### config.mk
export PLATFORM = sky130hd
export DESIGN_NAME = multiturn_encoder_tracker
export DESIGN_NICKNAME = d
export VERILOG_FILES = /design/src/design/mtt_pkg.sv /design/src/design/mtt_div100.sv /design/src/design/multiturn_encoder_tracker.sv
export SDC_FILE = /design/constraint.sdc
export NUM_CORES = 1
export LEC_CHECK = 0
export ABC_AREA = 1
export BUFFER_PORTS_ARGS = -buffer_cell sky130_fd_sc_hd__buf_2
export CAP_MARGIN = 20
export CORE_MARGIN = 2
export CORE_UTILIZATION = 45
export CTS_CLUSTER_SIZE = 20
export DETAILED_ROUTE_END_ITERATION = 10
export HOLD_SLACK_MARGIN = 0.03
export PLACE_DENSITY_LB_ADDON = 0.05
export SLEW_MARGIN = 20
export SYNTH_ARGS = -nofsm -noshare
export SYNTH_HDL_FRONTEND = slang
export SYNTH_HIERARCHICAL = 1
export SYNTH_SLANG_ARGS = --single-unit
### constraint.sdc
create_clock -name clk -period 7.1 [get_ports clk]
set_clock_uncertainty 0.15 [all_clocks]
set_input_delay 1.42 -clock clk [delete_from_list [all_inputs] [get_ports clk]]
set_output_delay 1.42 -clock clk [all_outputs]
set_load 0.03 [all_outputs]
### src/design/mtt_pkg.sv
// ----------------------------------------------------------------------------
// Multi-turn encoder tracker package
// Field widths, packing offsets and arithmetic constants.
// ----------------------------------------------------------------------------
package mtt_pkg;

	localparam int ANGLE_W = 13;
	localparam int SPEED_W = 16;
	localparam int CUR_W   = 16;
	localparam int TEMP_W  = 8;
	localparam int REL_W   = 14;
	localparam int TURN_W  = 16;
	localparam int POS_W   = 29;
	localparam int FSPD_W  = 10;

	localparam int IN_W  = 64;
	localparam int OUT_W = 104;

	// Half a turn and the turn-count limit.
	localparam logic signed [REL_W-1:0]  HALF_TURN  = 14'sd4096;
	localparam logic signed [TURN_W-1:0] TURN_LIMIT = 16'sd32000;

	// Adding this to a 14-bit value moves it by a full turn, in either direction.
	localparam logic [REL_W-1:0] FULL_TURN = 14'h2000;

	// x/100 for |x| <= 32768 as (|x| * 5243) >> 19, exact after truncation.
	localparam logic [12:0] DIV100_RECIP = 13'd5243;
	localparam int          DIV100_SHIFT = 19;

	// x/5 for |x| <= 2047 as (|x| * 13108) >> 16, exact after truncation.
	localparam logic [13:0] DIV5_RECIP = 14'd13108;
	localparam int          DIV5_SHIFT = 16;

endpackage

### src/design/mtt_div100.sv
// ----------------------------------------------------------------------------
// Signed divide by 100
// Truncates toward zero using a reciprocal multiply on the magnitude.
// ----------------------------------------------------------------------------
module mtt_div100 (
	input  logic signed [mtt_pkg::SPEED_W-1:0] dividend,
	output logic signed [mtt_pkg::FSPD_W-1:0]  quotient
);
	import mtt_pkg::*;

	logic [SPEED_W-1:0]    mag;
	logic [SPEED_W+12:0]   prod;
	logic [FSPD_W-1:0]     q;

	always_comb begin
		mag  = dividend[SPEED_W-1] ? (SPEED_W'(0) - dividend) : dividend;
		prod = mag * DIV100_RECIP;
		q    = prod[DIV100_SHIFT +: FSPD_W];
		quotient = dividend[SPEED_W-1] ? signed'(FSPD_W'(0) - q) : signed'(q);
	end

endmodule

### src/design/multiturn_encoder_tracker.sv
// ----------------------------------------------------------------------------
// Multi-turn encoder tracker
// Unwraps a 13-bit single-turn encoder into a turn count and a continuous
// position, reports the angle relative to a home angle and smooths speed.
// ----------------------------------------------------------------------------
//
//   Channel | Signals                            | Content
//   --------+------------------------------------+----------------------------
//   input   | s_tvalid s_tready s_tdata          | one motor feedback frame
//   output  | m_tvalid m_tready m_tdata          | one tracked result per item
//   config  | cfg_valid cfg_ready cfg_data       | home angle, 13 bits, ready
//
// Each item is captured in the input register and then moves into the
// result register, which drives the output; a stall on m_tready can hold
// it in the input register. One item is accepted every cycle when the
// output is not stalled.
// The turn count, previous angle and previous filtered speed are updated as
// an item moves into the result register, so the next item sees them at once.
// Reset clears the turn count, the previous angle and speed, the home angle
// and both valid flags. A stall on m_tready holds the result; the input
// register keeps accepting until it is full as well.
// ----------------------------------------------------------------------------
module multiturn_encoder_tracker (
	input  logic                          clk,
	input  logic                          arst_n,
	input  logic                          s_tvalid,
	output logic                          s_tready,
	// angle_raw, speed_raw, current_raw, coil_temp, driver_temp, zero pad
	input  logic [mtt_pkg::IN_W-1:0]      s_tdata,
	output logic                          m_tvalid,
	input  logic                          m_tready,
	// relative_angle, turn_count, continuous_position, filtered_speed,
	// turn_reset, current_out, coil_temp_out, driver_temp_out, zero pad
	output logic [mtt_pkg::OUT_W-1:0]     m_tdata,
	input  logic                          cfg_valid,
	output logic                          cfg_ready,
	input  logic [mtt_pkg::ANGLE_W-1:0]   cfg_data
);
	import mtt_pkg::*;

	// Input fields.
	logic [ANGLE_W-1:0]        in_angle;
	logic signed [SPEED_W-1:0] in_speed;
	logic signed [FSPD_W-1:0]  in_nspd;

	// Input register. Speed is stored already divided by 100.
	logic                      valid_s1;
	logic [ANGLE_W-1:0]        angle_s1;
	logic signed [FSPD_W-1:0]  nspd_s1;
	logic [CUR_W-1:0]          cur_s1;
	logic [TEMP_W-1:0]         coil_s1;
	logic [TEMP_W-1:0]         drv_s1;

	// Result register.
	logic                      valid_s2;
	logic [REL_W-1:0]          rel_s2;
	logic [TURN_W-1:0]         turns_s2;
	logic [POS_W-1:0]          pos_s2;
	logic [FSPD_W-1:0]         filt_s2;
	logic                      flag_s2;
	logic [CUR_W-1:0]          cur_s2;
	logic [TEMP_W-1:0]         coil_s2;
	logic [TEMP_W-1:0]         drv_s2;

	// Tracking state and configuration.
	logic [ANGLE_W-1:0]        home_q;
	logic [ANGLE_W-1:0]        prev_angle_q;
	logic signed [TURN_W-1:0]  turns_q;
	logic signed [FSPD_W-1:0]  prev_speed_q;

	// Step logic.
	logic                      load_s2;
	logic                      adv_s1;
	logic signed [REL_W-1:0]   err;
	logic [REL_W-1:0]          rel;
	logic signed [REL_W-1:0]   jump;
	logic signed [TURN_W-1:0]  turns_step;
	logic                      runaway;
	logic signed [TURN_W-1:0]  turns_nxt;
	logic signed [11:0]        spd_sum;
	logic [11:0]               spd_abs;
	logic [24:0]               spd_prod;
	logic [FSPD_W-1:0]         spd_q;
	logic signed [FSPD_W-1:0]  filt;

	assign in_angle = s_tdata[ANGLE_W-1:0];
	assign in_speed = signed'(s_tdata[ANGLE_W +: SPEED_W]);

	// The divide by 100 sits ahead of the input register so the filter stage
	// carries only the divide by 5.
	mtt_div100 u_div100 (
		.dividend (in_speed),
		.quotient (in_nspd)
	);

	// The result register loads whenever it is empty or being drained; the
	// input register moves on whenever the result register loads.
	assign load_s2   = !valid_s2 || m_tready;
	assign adv_s1    = valid_s1 && load_s2;
	assign s_tready  = !valid_s1 || load_s2;
	assign cfg_ready = 1'b1;

	function automatic logic [11:0] in_nspd_ext(input logic [FSPD_W-1:0] v);
		in_nspd_ext = {{(12-FSPD_W){v[FSPD_W-1]}}, v};
	endfunction

	always_comb begin
		// Angle relative to home, folded to within half a turn.
		err = signed'({1'b0, angle_s1} - {1'b0, home_q});
		if (err > HALF_TURN || err < -HALF_TURN) begin
			rel = err + FULL_TURN;
		end else begin
			rel = err;
		end

		// A jump of more than half a turn between frames is a wrap.
		jump = signed'({1'b0, angle_s1} - {1'b0, prev_angle_q});
		if (jump < -HALF_TURN) begin
			turns_step = turns_q + 16'sd1;
		end else if (jump > HALF_TURN) begin
			turns_step = turns_q - 16'sd1;
		end else begin
			turns_step = turns_q;
		end
		runaway   = (turns_step > TURN_LIMIT) || (turns_step < -TURN_LIMIT);
		turns_nxt = runaway ? '0 : turns_step;

		// Filtered speed: (4 * previous + new) / 5, truncated toward zero.
		spd_sum  = signed'({prev_speed_q, 2'b00}) + 12'(in_nspd_ext(nspd_s1));
		spd_abs  = spd_sum[11] ? (12'(0) - spd_sum) : spd_sum;
		spd_prod = spd_abs[10:0] * DIV5_RECIP;
		spd_q    = {1'b0, spd_prod[DIV5_SHIFT +: FSPD_W-1]};
		filt     = spd_sum[11] ? signed'(FSPD_W'(0) - spd_q) : signed'(spd_q);
	end

	always_ff @(posedge clk or negedge arst_n) begin
		if (!arst_n) begin
			valid_s1     <= 1'b0;
			valid_s2     <= 1'b0;
			home_q       <= '0;
			prev_angle_q <= '0;
			turns_q      <= '0;
			prev_speed_q <= '0;
		end else begin
			if (cfg_valid && cfg_ready) begin
				home_q <= cfg_data;
			end
			if (s_tready) begin
				valid_s1 <= s_tvalid;
			end
			if (load_s2) begin
				valid_s2 <= valid_s1;
			end
			if (adv_s1) begin
				prev_angle_q <= angle_s1;
				turns_q      <= turns_nxt;
				prev_speed_q <= filt;
			end
		end
	end

	always_ff @(posedge clk) begin
		if (s_tready && s_tvalid) begin
			angle_s1 <= in_angle;
			nspd_s1  <= in_nspd;
			cur_s1   <= s_tdata[ANGLE_W+SPEED_W +: CUR_W];
			coil_s1  <= s_tdata[ANGLE_W+SPEED_W+CUR_W +: TEMP_W];
			drv_s1   <= s_tdata[ANGLE_W+SPEED_W+CUR_W+TEMP_W +: TEMP_W];
		end
		if (adv_s1) begin
			rel_s2   <= rel;
			turns_s2 <= turns_nxt;
			// The angle is below one turn, so the position is a concatenation.
			pos_s2   <= {turns_nxt, angle_s1};
			filt_s2  <= filt;
			flag_s2  <= runaway;
			cur_s2   <= cur_s1;
			coil_s2  <= coil_s1;
			drv_s2   <= drv_s1;
		end
	end

	assign m_tvalid = valid_s2;
	assign m_tdata  = {2'b00, drv_s2, coil_s2, cur_s2, flag_s2, filt_s2,
		pos_s2, turns_s2, rel_s2};

endmodule

==> metrics.yaml, run 1 <==
clock_network:
  cts_tree: "yes"
  cts.sinks: 195
  clk_latency_ns: 0.44
  htreeDepth: 4
  ctsRootBufferMaster: "clkbuf_16"
  cts.path.max_buffers: 2
  path_clk_slew_ns: 0.08
  postCtsHoldBufs: 0
  cts_made_buffers: 17
setup_path:
  rr_startpoint: "prev_speed_q[0]"
  cp_slowest_cell: "fa_1"
  critPathMaxStageDelay_ns: 0.52
  crit_path_max_fanout: 4
  start_kind: "input pin"
  ff2ff_path_depth: 35
  end_kind: "flop"
  reg2reg_setup_slack_ns: 0.23
  crit_top_cell: "nand2_1"
  reg2reg_to: "filt_s2[4]"
  cp.required_ns: 7.15
  crit_start: "s_tdata[13]"
  cp.arrival_ns: 6.92
  worstSetupPathType: "in -> reg"
  endpoint: "nspd_s1[8]"
global_routing:
  grt_pass1_wl_um: 66480
  grt_max_degree: 74
  grt_overflow_total: 0
  track_usage_pct: 20.14
  grt_antenna_before_repair: 2
  grt_pass1_vias: 14060
yosys:
  ys_seq_area_share_pct: 31.79
  ys_types: 55
  synth.cell_area_um2: 17570
  syn_avg_cell_area_um2: 8.468
  synth-edff-count: 141
  synthArstFlopShare_pct: 27.69
  synth_commonest_cells: "nand2_1, inv_1, ha_1"
  yosys-top-cells-area: "edfxtp_1, ha_1, fa_1"
  ys_ff_latch: 195
  synth_top_cell_by_area: "edfxtp_1"
  synth.most_common_cell: "nand2_1"
  yosys.area.top_type_share_pct: 24.10
  synth-warning-count: 6
  synth_flop_cell: "edfxtp_1"
  synth_cells: 2075
drt:
  ant_nets: 0
  routed_via_density: 4.742
  drt_wl_total_um: 40510
  drt_iter0_drc: 629
  first_pass_iters: 7
  drc: 0
  post_drt_wl_per_cell_um: 13.76
  num_vias: 13960
layout:
  drive_gt1_share_pct: 24.92
  nNetsFinal: 2807
  area_growth_pct: 22.42
  final_util_pct: 55.79
  finalInstanceArea_um2: 21510
floorplanning:
  die_w_um: 201.6
  core-area_um2: 38560
  chipHeight_um: 201.6
  floorplan.initialDensity_pct: 45.57
  rows: 72
  io_pins: 189
  dieArea_um2: 40640
place:
  gp_congestion: 0.8888
  placed_area_um2: 20140
  pre_cts_ws_ns: -0.3604
  io_buffers: 182
  dp_hpwl_um: 32300
worst_hold_path:
  hp-class: "reg -> reg"
job:
  maxCapViolCount: 0
timing:
  max_slew_margin_pct: 41.98
  tightest_slew_ns: 0.8704
  fin_ws_ns: 0.2229
  hold_viol_final: 0
  rsz0062_at_grt: "true"
  setup_viol: 0
  timing.final.crit_share_pct: 96.86
  slew_violations: 0
  max_freq_mhz: 145.4
  period_minus_slack_ns: 6.877
status:
  outcome: "finished, final reports clean"
==> state kept, by name (all words and copies together) (netlist names), 13 cells and up <==
name          count
turns_q          16
cur_s1           16
home_q           13
angle_s1         13
turns_s2         16
prev_angle_q     13
rel_s2           14
pos_s2           13
cur_s2           16
==> cell type report <==
cell class / count / area [um^2]
clock buffer: 18 / 429.2
clock inverter: 14 / 167.7
multi-input combinational: 1389 / 10710
inverter: 446 / 1682
fill: 3658 / 17050
sequential: 195 / 5585
tap: 518 / 648.1
antenna: 1 / 2.502
timing repair buffer: 362 / 2290
==> layer usage <==
metal  global-route usage [%]  vias to the layer above  share of wire (%)
met5                        0                        -              0.017
met4                    4.149                        2                1.4
met3                    3.936                       40                4.0
met2                    34.15                      241                 47
met1                    26.85                     6460                 48
li1                         -                     7212                  -
==> cell usage in the layout (no fill, tap or decap), types with 11 or more instances in the layout <==
| cell type | count |
|---|---|
| inv_1 | 414 |
| xnor2_1 | 13 |
| nor2_1 | 96 |
| buf_2 | 182 |
| inv_2 | 28 |
| nand2_1 | 456 |
| nor2_2 | 29 |
| nand2_2 | 49 |
| ha_4 | 18 |
| nand4_1 | 32 |
| fa_1 | 101 |
| xor2_1 | 44 |
| dfrtp_1 | 54 |
| o21ai_0 | 64 |
| a21oi_1 | 52 |
| nand2_4 | 12 |
| buf_4 | 175 |
| edfxtp_1 | 141 |
| nand3_2 | 11 |
| nand3_1 | 94 |
| clkbuf_16 | 17 |
| nor3_1 | 13 |
| ha_1 | 190 |
==> cells by family after synthesis <==
group	Yosys count	synth area share, %
AND/OR/NAND/NOR	837	21.13
XOR/XNOR	72	3.824
flip-flops	195	31.79
other	2	0.04274
AO/OA/AOI/OAI	162	5.212
multiplexers	1	0.06408
buffers and inverters	492	11.14
adder cells (fa/ha/maj)	314	26.80
==> how the worst min path moves through the flow <==
stage,startpoint,end,cells past startpoint
after floorplan,coil_s1[0],coil_s2[0],0
after global placement,drv_s1[4],drv_s2[4],0
after detailed placement,drv_s1[1],drv_s2[1],0
after CTS,drv_s1[1],drv_s2[1],0
after global routing,drv_s1[3],drv_s2[3],0
final,drv_s1[2],drv_s2[2],0
==> stage by stage <==
stage	TNS [ns]	std cells	hold slack, ns
2_1_floorplan	0	2076	0.2503
3_3_place_gp	-2.869	2894	0.2503
3_5_place_dp	-3.788	2894	0.2562
4_1_cts	0	2927	0.2743
5_1_grt	-0.5095	2942	0.2795
6_report	0	2943	0.2733
==> repair_timing <==
item / CTS / global route
setup endpoints to repair: 14 / 27
pin swaps: 4 / 68
setup buffers: 1 / 16
gates resized for setup: 7 / 139
==> critical path, delay by kind of cell <==
kind | cells | cell delay, ns
AND/OR/NAND/NOR | 18 | 1.61
buffers and inverters | 10 | 0.84
adder cells (fa/ha/maj) | 8 | 2.77
AO/OA/AOI/OAI | 1 | 0.10
XOR/XNOR | 1 | 0.19
Power of run 1 is not shown: default switching activity piles up to over one toggle a cycle in this logic, so the estimate is an artifact.
==> run 2: changes to the inputs <==
- clock period: 7.1 -> 8.34 ns (I/O delays scaled with it)
==> run 2 against run 1 <==
Register-to-register slack better by 0.51 ns; global-route usage is 0.36 points lower; first-iteration DRC count is 13% lower; cell count is 5.5% lower; worst setup slack better by 0.52 ns; routed wire length is 5.0% lower; largest cell class unchanged.
==> metrics.yaml, run 2 (synthesized netlist as in run 1, its figures left out) <==
status:
  outcome: "finished, final reports clean"  # unchanged
place:
  gp_congestion: 0.9205  # was 0.8888
  dp_hpwl_um: 31520  # was 32300 um
  io_buffers: 182  # unchanged
setup_path:
  crit_path_max_fanout: 4  # unchanged
  end_kind: "flop"  # unchanged
  reg2reg_setup_slack_ns: 0.74  # was 0.23 ns
  cp.arrival_ns: 7.67  # was 6.92 ns
  crit_top_cell: "inv_1"  # was nand2_1
  cp.required_ns: 8.41  # was 7.15 ns
  cp_slowest_cell: "fa_1"  # unchanged
  reg2reg_to: "filt_s2[8]"  # was filt_s2[4]
  ff2ff_path_depth: 34  # was 35
  start_kind: "flop"  # was input pin
  worstSetupPathType: "reg -> reg"  # was in -> reg
  rr_startpoint: "prev_speed_q[0]"  # unchanged
  critPathMaxStageDelay_ns: 0.60  # was 0.52 ns
timing:
  period_minus_slack_ns: 7.601
  max_slew_margin_pct: 27.79  # was 41.98%
  timing.final.crit_share_pct: 91.14
  totalNegativeSetupSlack_ns: 0  # unchanged
  setup_viol: 0  # unchanged
  hold_ws_ns: 0.2703  # was 0.2733 ns
  rsz0062_at_grt: "false"  # was true
  tightest_slew_ns: 1.083  # was 0.8704 ns
  max_freq_mhz: 131.6
  hold_viol_final: 0  # unchanged
  slew_violations: 0  # unchanged
clock_network:
  path_clk_slew_ns: 0.07  # was 0.08 ns
  ctsRootBufferMaster: "clkbuf_16"  # unchanged
  cts.path.max_buffers: 2  # unchanged
  cts.sinks: 195  # unchanged
  clk_latency_ns: 0.46  # was 0.44 ns
  cts_made_buffers: 17  # unchanged
  htreeDepth: 4  # unchanged
  post_cts_buffers: 0  # was 1
  cts_tree: "yes"  # unchanged
layout:
  fillCellCount: 3772  # was 3658
  multi_input_area_um2: 10030  # was 10710 um^2
  mostFrequentLayoutCells: "nand2_1, inv_1, ha_1"  # unchanged
  area_growth_pct: 11.34  # was 22.42%
  nNetsFinal: 2644  # was 2807
  seq_area_um2: 5585  # unchanged
  drive_gt1_share_pct: 13.93  # was 24.92%
  layout_commonest_cell: "nand2_1"  # unchanged
drt:
  num_vias: 13220  # was 13960
  routed_via_density: 4.754  # was 4.742
  first_pass_iters: 5  # was 7
  ant_nets: 0  # unchanged
  drc: 0  # unchanged
  post_drt_wl_per_cell_um: 13.84  # was 13.76 um
  drt_wl_total_um: 38470  # was 40510 um
  drt_iter0_drc: 545  # was 629
floorplanning:
  dieArea_um2: 40640  # unchanged
  io_pins: 189  # unchanged
  core-area_um2: 38560  # unchanged
  floorplan.initialDensity_pct: 45.57  # unchanged
  die_w_um: 201.6  # unchanged
  rows: 72  # unchanged
  chipHeight_um: 201.6  # unchanged
global_routing:
  grt_max_degree: 88  # was 74
  grt_overflow_total: 0  # unchanged
  track_usage_pct: 19.78  # was 20.14%
  grt_pass1_wl_um: 64710  # was 66480 um
  grt_antenna_before_repair: 1  # was 2
  grt_pass1_vias: 13170  # was 14060
worst_hold_path:
  hp-class: "reg -> reg"  # unchanged
  hold-path-endpoint: "drv_s2[0]"  # was drv_s2[2]
  hold-path-cell-count: 0  # unchanged
  hp-start: "drv_s1[0]"  # was drv_s1[2]
job:
  maxCapViolCount: 0  # unchanged
==> run 2: cell types whose count changed in the layout (fill, tap and decap cells not counted), moves of 7 or more <==
cell     before  now
buf_4       175   17
nand2_1     456  485
nand2_2      49   27
ha_1        190  210
ha_4         18    0
inv_1       414  432
inv_2        28   11
nor2_1       96  112
nor2_2       29   14
nand3_1      94  102
nand2_4      12    5
nand3_2      11    4
xor2_1       44   51
==> run 2: timing repair <==
action	in CTS	in global routing
endpoints found under the setup margin	0	3
hold endpoints to repair	0	0
hold buffers	0	0
gates resized for setup	0	1
==> run 2: worst max-delay path by stage <==
stage | from | end | slack [ns] | cells after the start
floorplan | s_tdata[13] | nspd_s1[8] | 0.70 | 35
global placement | s_tdata[13] | nspd_s1[6] | 0.28 | 35
detailed placement | s_tdata[13] | nspd_s1[6] | 0.25 | 38
CTS | prev_speed_q[0] | filt_s2[8] | 0.59 | 34
global route | prev_speed_q[0] | filt_s2[8] | 0.08 | 34
finish | prev_speed_q[0] | filt_s2[8] | 0.74 | 34
==> run 2: worst max-delay path: cells and delay by family, from the launching register on <==
kind	cells	cell delay (ns)
buffers and inverters	8	0.60
and+or+nand+nor	14	1.79
DFF	1	0.41
adders and majority gates	9	3.58
xor gates and xnor gates	2	0.60
AOI/OAI and AO/OA	1	0.26
==> run 2: routing by layer <==
layer | share of wire [%] | global-route usage (%) | vias to the layer above
met2 | 46 | 32.67 | 192
met3 | 3.6 | 3.612 | 40
met1 | 49 | 26.69 | 6098
li1 | - | - | 6885
met5 | 0 | 0 | -
met4 | 1.7 | 5.541 | 0
==> run 2: area by class of cell <==
type / instances / share of cell area, %
tap: 518 / 3.313
inverter: 446 / 8.583
timing repair buffer: 199 / 5.308
clock inverter: 14 / 0.7611
sequential: 195 / 28.55
antenna: 1 / 0.01279
clock buffer: 18 / 2.194
multi-input combinational: 1389 / 51.28
==> run 2: per-stage QoR <==
| stage | setup WS, ns | area (um^2) | util [%] | cells |
|---|---|---|---|---|
| final | 0.7387 | 19560 | 50.74 | 2780 |
| after global routing | 0.07669 | 19560 | 50.73 | 2779 |
| after floorplan | 0.6957 | 17580 | - | 2076 |
| after detailed placement | 0.2485 | 18980 | 49.23 | 2747 |
| after global placement | 0.2779 | 18980 | 49.23 | 2747 |
| after CTS | 0.5908 | 19560 | 50.73 | 2779 |
Power of run 2 is left out for the same reason.
==> run 3: changes to the inputs <==
- RECOVER_POWER: default -> 25
- clock period: 8.34 -> 7.5 ns (I/O delays scaled with it)
==> run 3 against run 2 <==
The run now ends with capacitance limit, slew limit left; cell count grew 2.8%; die area is the same; register-to-register slack lost 0.32 ns; critical path depth grew 1; final area grew 3.9%.
==> metrics.yaml, run 3 (synthesized netlist as in run 1, its figures left out) <==
floorplanning:
  die_w_um: 201.6  # unchanged
  rows: 72  # unchanged
  io_pins: 189  # unchanged
  floorplan.initialDensity_pct: 45.57  # unchanged
  chipHeight_um: 201.6  # unchanged
  core-area_um2: 38560  # unchanged
  dieArea_um2: 40640  # unchanged
global_routing:
  grt_antenna_before_repair: 1  # unchanged
  grt_pass1_wl_um: 66140  # was 64710 um
  track_usage_pct: 20.09  # was 19.78%
  grt_max_degree: 87  # was 88
  grt_pass1_vias: 13700  # was 13170
  grt_overflow_total: 0  # unchanged
worst_hold_path:
  hold-path-cell-count: 0  # unchanged
  hp-start: "cur_s1[7]"  # was drv_s1[0]
  hp-class: "reg -> reg"  # unchanged
  hold-path-endpoint: "cur_s2[7]"  # was drv_s2[0]
clock_network:
  path_clk_slew_ns: 0.07  # about the same
  postCtsHoldBufs: 0  # unchanged
  cts.path.max_buffers: 2  # unchanged
  ctsRootBufferMaster: "clkbuf_16"  # unchanged
  clk_latency_ns: 0.46  # about the same
  cts_made_buffers: 17  # unchanged
  cts_tree: "yes"  # unchanged
  cts.sinks: 195  # unchanged
  htreeDepth: 4  # unchanged
setup_path:
  cp_slowest_cell: "fa_1"  # unchanged
  critPathMaxStageDelay_ns: 0.59  # was 0.60 ns
  start_kind: "flop"  # unchanged
  crit_buf_inv: 8  # unchanged
  worstSetupPathType: "reg -> reg"  # unchanged
  ff2ff_path_depth: 35  # was 34
  crit_top_cell: "inv_1"  # unchanged
  reg2reg_to: "filt_s2[8]"  # unchanged
  cp.arrival_ns: 7.15  # was 7.67 ns
  crit_path_max_fanout: 4  # unchanged
  reg2reg_setup_slack_ns: 0.42  # was 0.74 ns
  crit_family: "adder cells"  # unchanged
  rr_startpoint: "prev_speed_q[0]"  # unchanged
  end_kind: "flop"  # unchanged
  cp.required_ns: 7.57  # was 8.41 ns
drt:
  first_pass_iters: 7  # was 5
  drt_iter0_drc: 558  # was 545
  post_drt_wl_per_cell_um: 13.80  # was 13.84 um
  ant_nets: 0  # unchanged
  routed_via_density: 4.760  # was 4.754
  drc: 0  # unchanged
  num_vias: 13600  # was 13220
  drt_wl_total_um: 39430  # was 38470 um
timing:
  hold_ws_ns: 0.2702  # was 0.2703 ns
  tightest_slew_ns: 3.314  # was 1.083 ns
  hold_viol_final: 0  # unchanged
  setup_viol: 0  # unchanged
  totalNegativeSetupSlack_ns: 0  # unchanged
  timing.final.crit_share_pct: 94.42  # was 91.14%
  max_freq_mhz: 141.2  # was 131.6 MHz
  period_minus_slack_ns: 7.082  # was 7.601 ns
  max_slew_margin_pct: -121.0  # was 27.79%
  slew_violations: 55  # was 0
layout:
  antenna_cells: 0  # was 1
  nNetsFinal: 2722  # was 2644
  area_growth_pct: 15.67  # was 11.34%
  layout_commonest_cell: "nand2_1"  # unchanged
  fillCellCount: 3718  # was 3772
  drive_gt1_share_pct: 17.87  # was 13.93%
  mostFrequentLayoutCells: "nand2_1, inv_1, ha_1"  # unchanged
place:
  dp_hpwl_um: 32170  # was 31520 um
  gp_congestion: 0.9008  # was 0.9205
  io_buffers: 182  # unchanged
status:
  violations: "capacitance limit, slew limit"
  outcome: "finished with violations"  # was finished, final reports clean
job:
  maxCapViolCount: 1  # was 0
[run 3: layer usage]
| layer | up-vias | part of all wire (%) | GRT usage [%] |
|---|---|---|---|
| li1 | 7046 | - | - |
| met2 | 228 | 47 | 33.85 |
| met5 | - | 0.033 | 0 |
| met3 | 41 | 4.1 | 3.855 |
| met1 | 6282 | 48 | 26.78 |
| met4 | 2 | 1.5 | 4.701 |
[run 3: worst reg2reg max path, delay by kind of cell, from the launching register on]
| kind | cells | cell delay (ns) |
|---|---|---|
| buf+inv | 8 | 0.53 |
| compound gates | 3 | 0.50 |
| fa+ha+maj | 9 | 3.54 |
| flops | 1 | 0.41 |
| simple gates | 13 | 1.38 |
| xor+xnor | 2 | 0.34 |
[run 3: area by class of cell]
type	count	area (um^2)	area share, %
clock inverters	14	187.7	0.9234
flip-flops and latches	195	5585	27.48
multi-input cells	1389	10180	50.08
repair buffers	277	1618	7.959
well taps	518	648.1	3.189
clock buffers	18	429.2	2.111
inverters	446	1679	8.261
[run 3: what timing repair did]
| action | CTS | global route |
|---|---|---|
| resized for setup | 1 | 29 |
| buffers inserted | 0 | 4 |
| endpoints found under the setup margin | 3 | 27 |
| pin swaps | 0 | 8 |
[run 3: per-stage QoR]
stage          utilization [%]  std cells  area, um^2  setup slack, ns
2_1_floorplan                -       2076       17580          0.02367
3_3_place_gp             50.68       2821       19540          -0.2282
3_5_place_dp             50.68       2821       19540          -0.2796
4_1_cts                  52.27       2853       20160          0.07566
5_1_grt                  52.72       2857       20330         -0.04469
6_report                 52.72       2857       20330           0.4184
[run 3: worst max path at each step]
| stage | start | to | slack (ns) | cells past startpoint |
|---|---|---|---|---|
| finish | prev_speed_q[0] | filt_s2[8] | 0.42 | 35 |
| global route | prev_speed_q[0] | filt_s2[8] | -0.04 | 32 |
| CTS | prev_speed_q[0] | filt_s2[8] | 0.08 | 35 |
| detailed placement | s_tdata[13] | nspd_s1[4] | -0.28 | 36 |
| global placement | s_tdata[13] | nspd_s1[4] | -0.23 | 36 |
| floorplan | s_tdata[13] | nspd_s1[8] | 0.02 | 35 |
Power of run 3 is left out for the same reason.
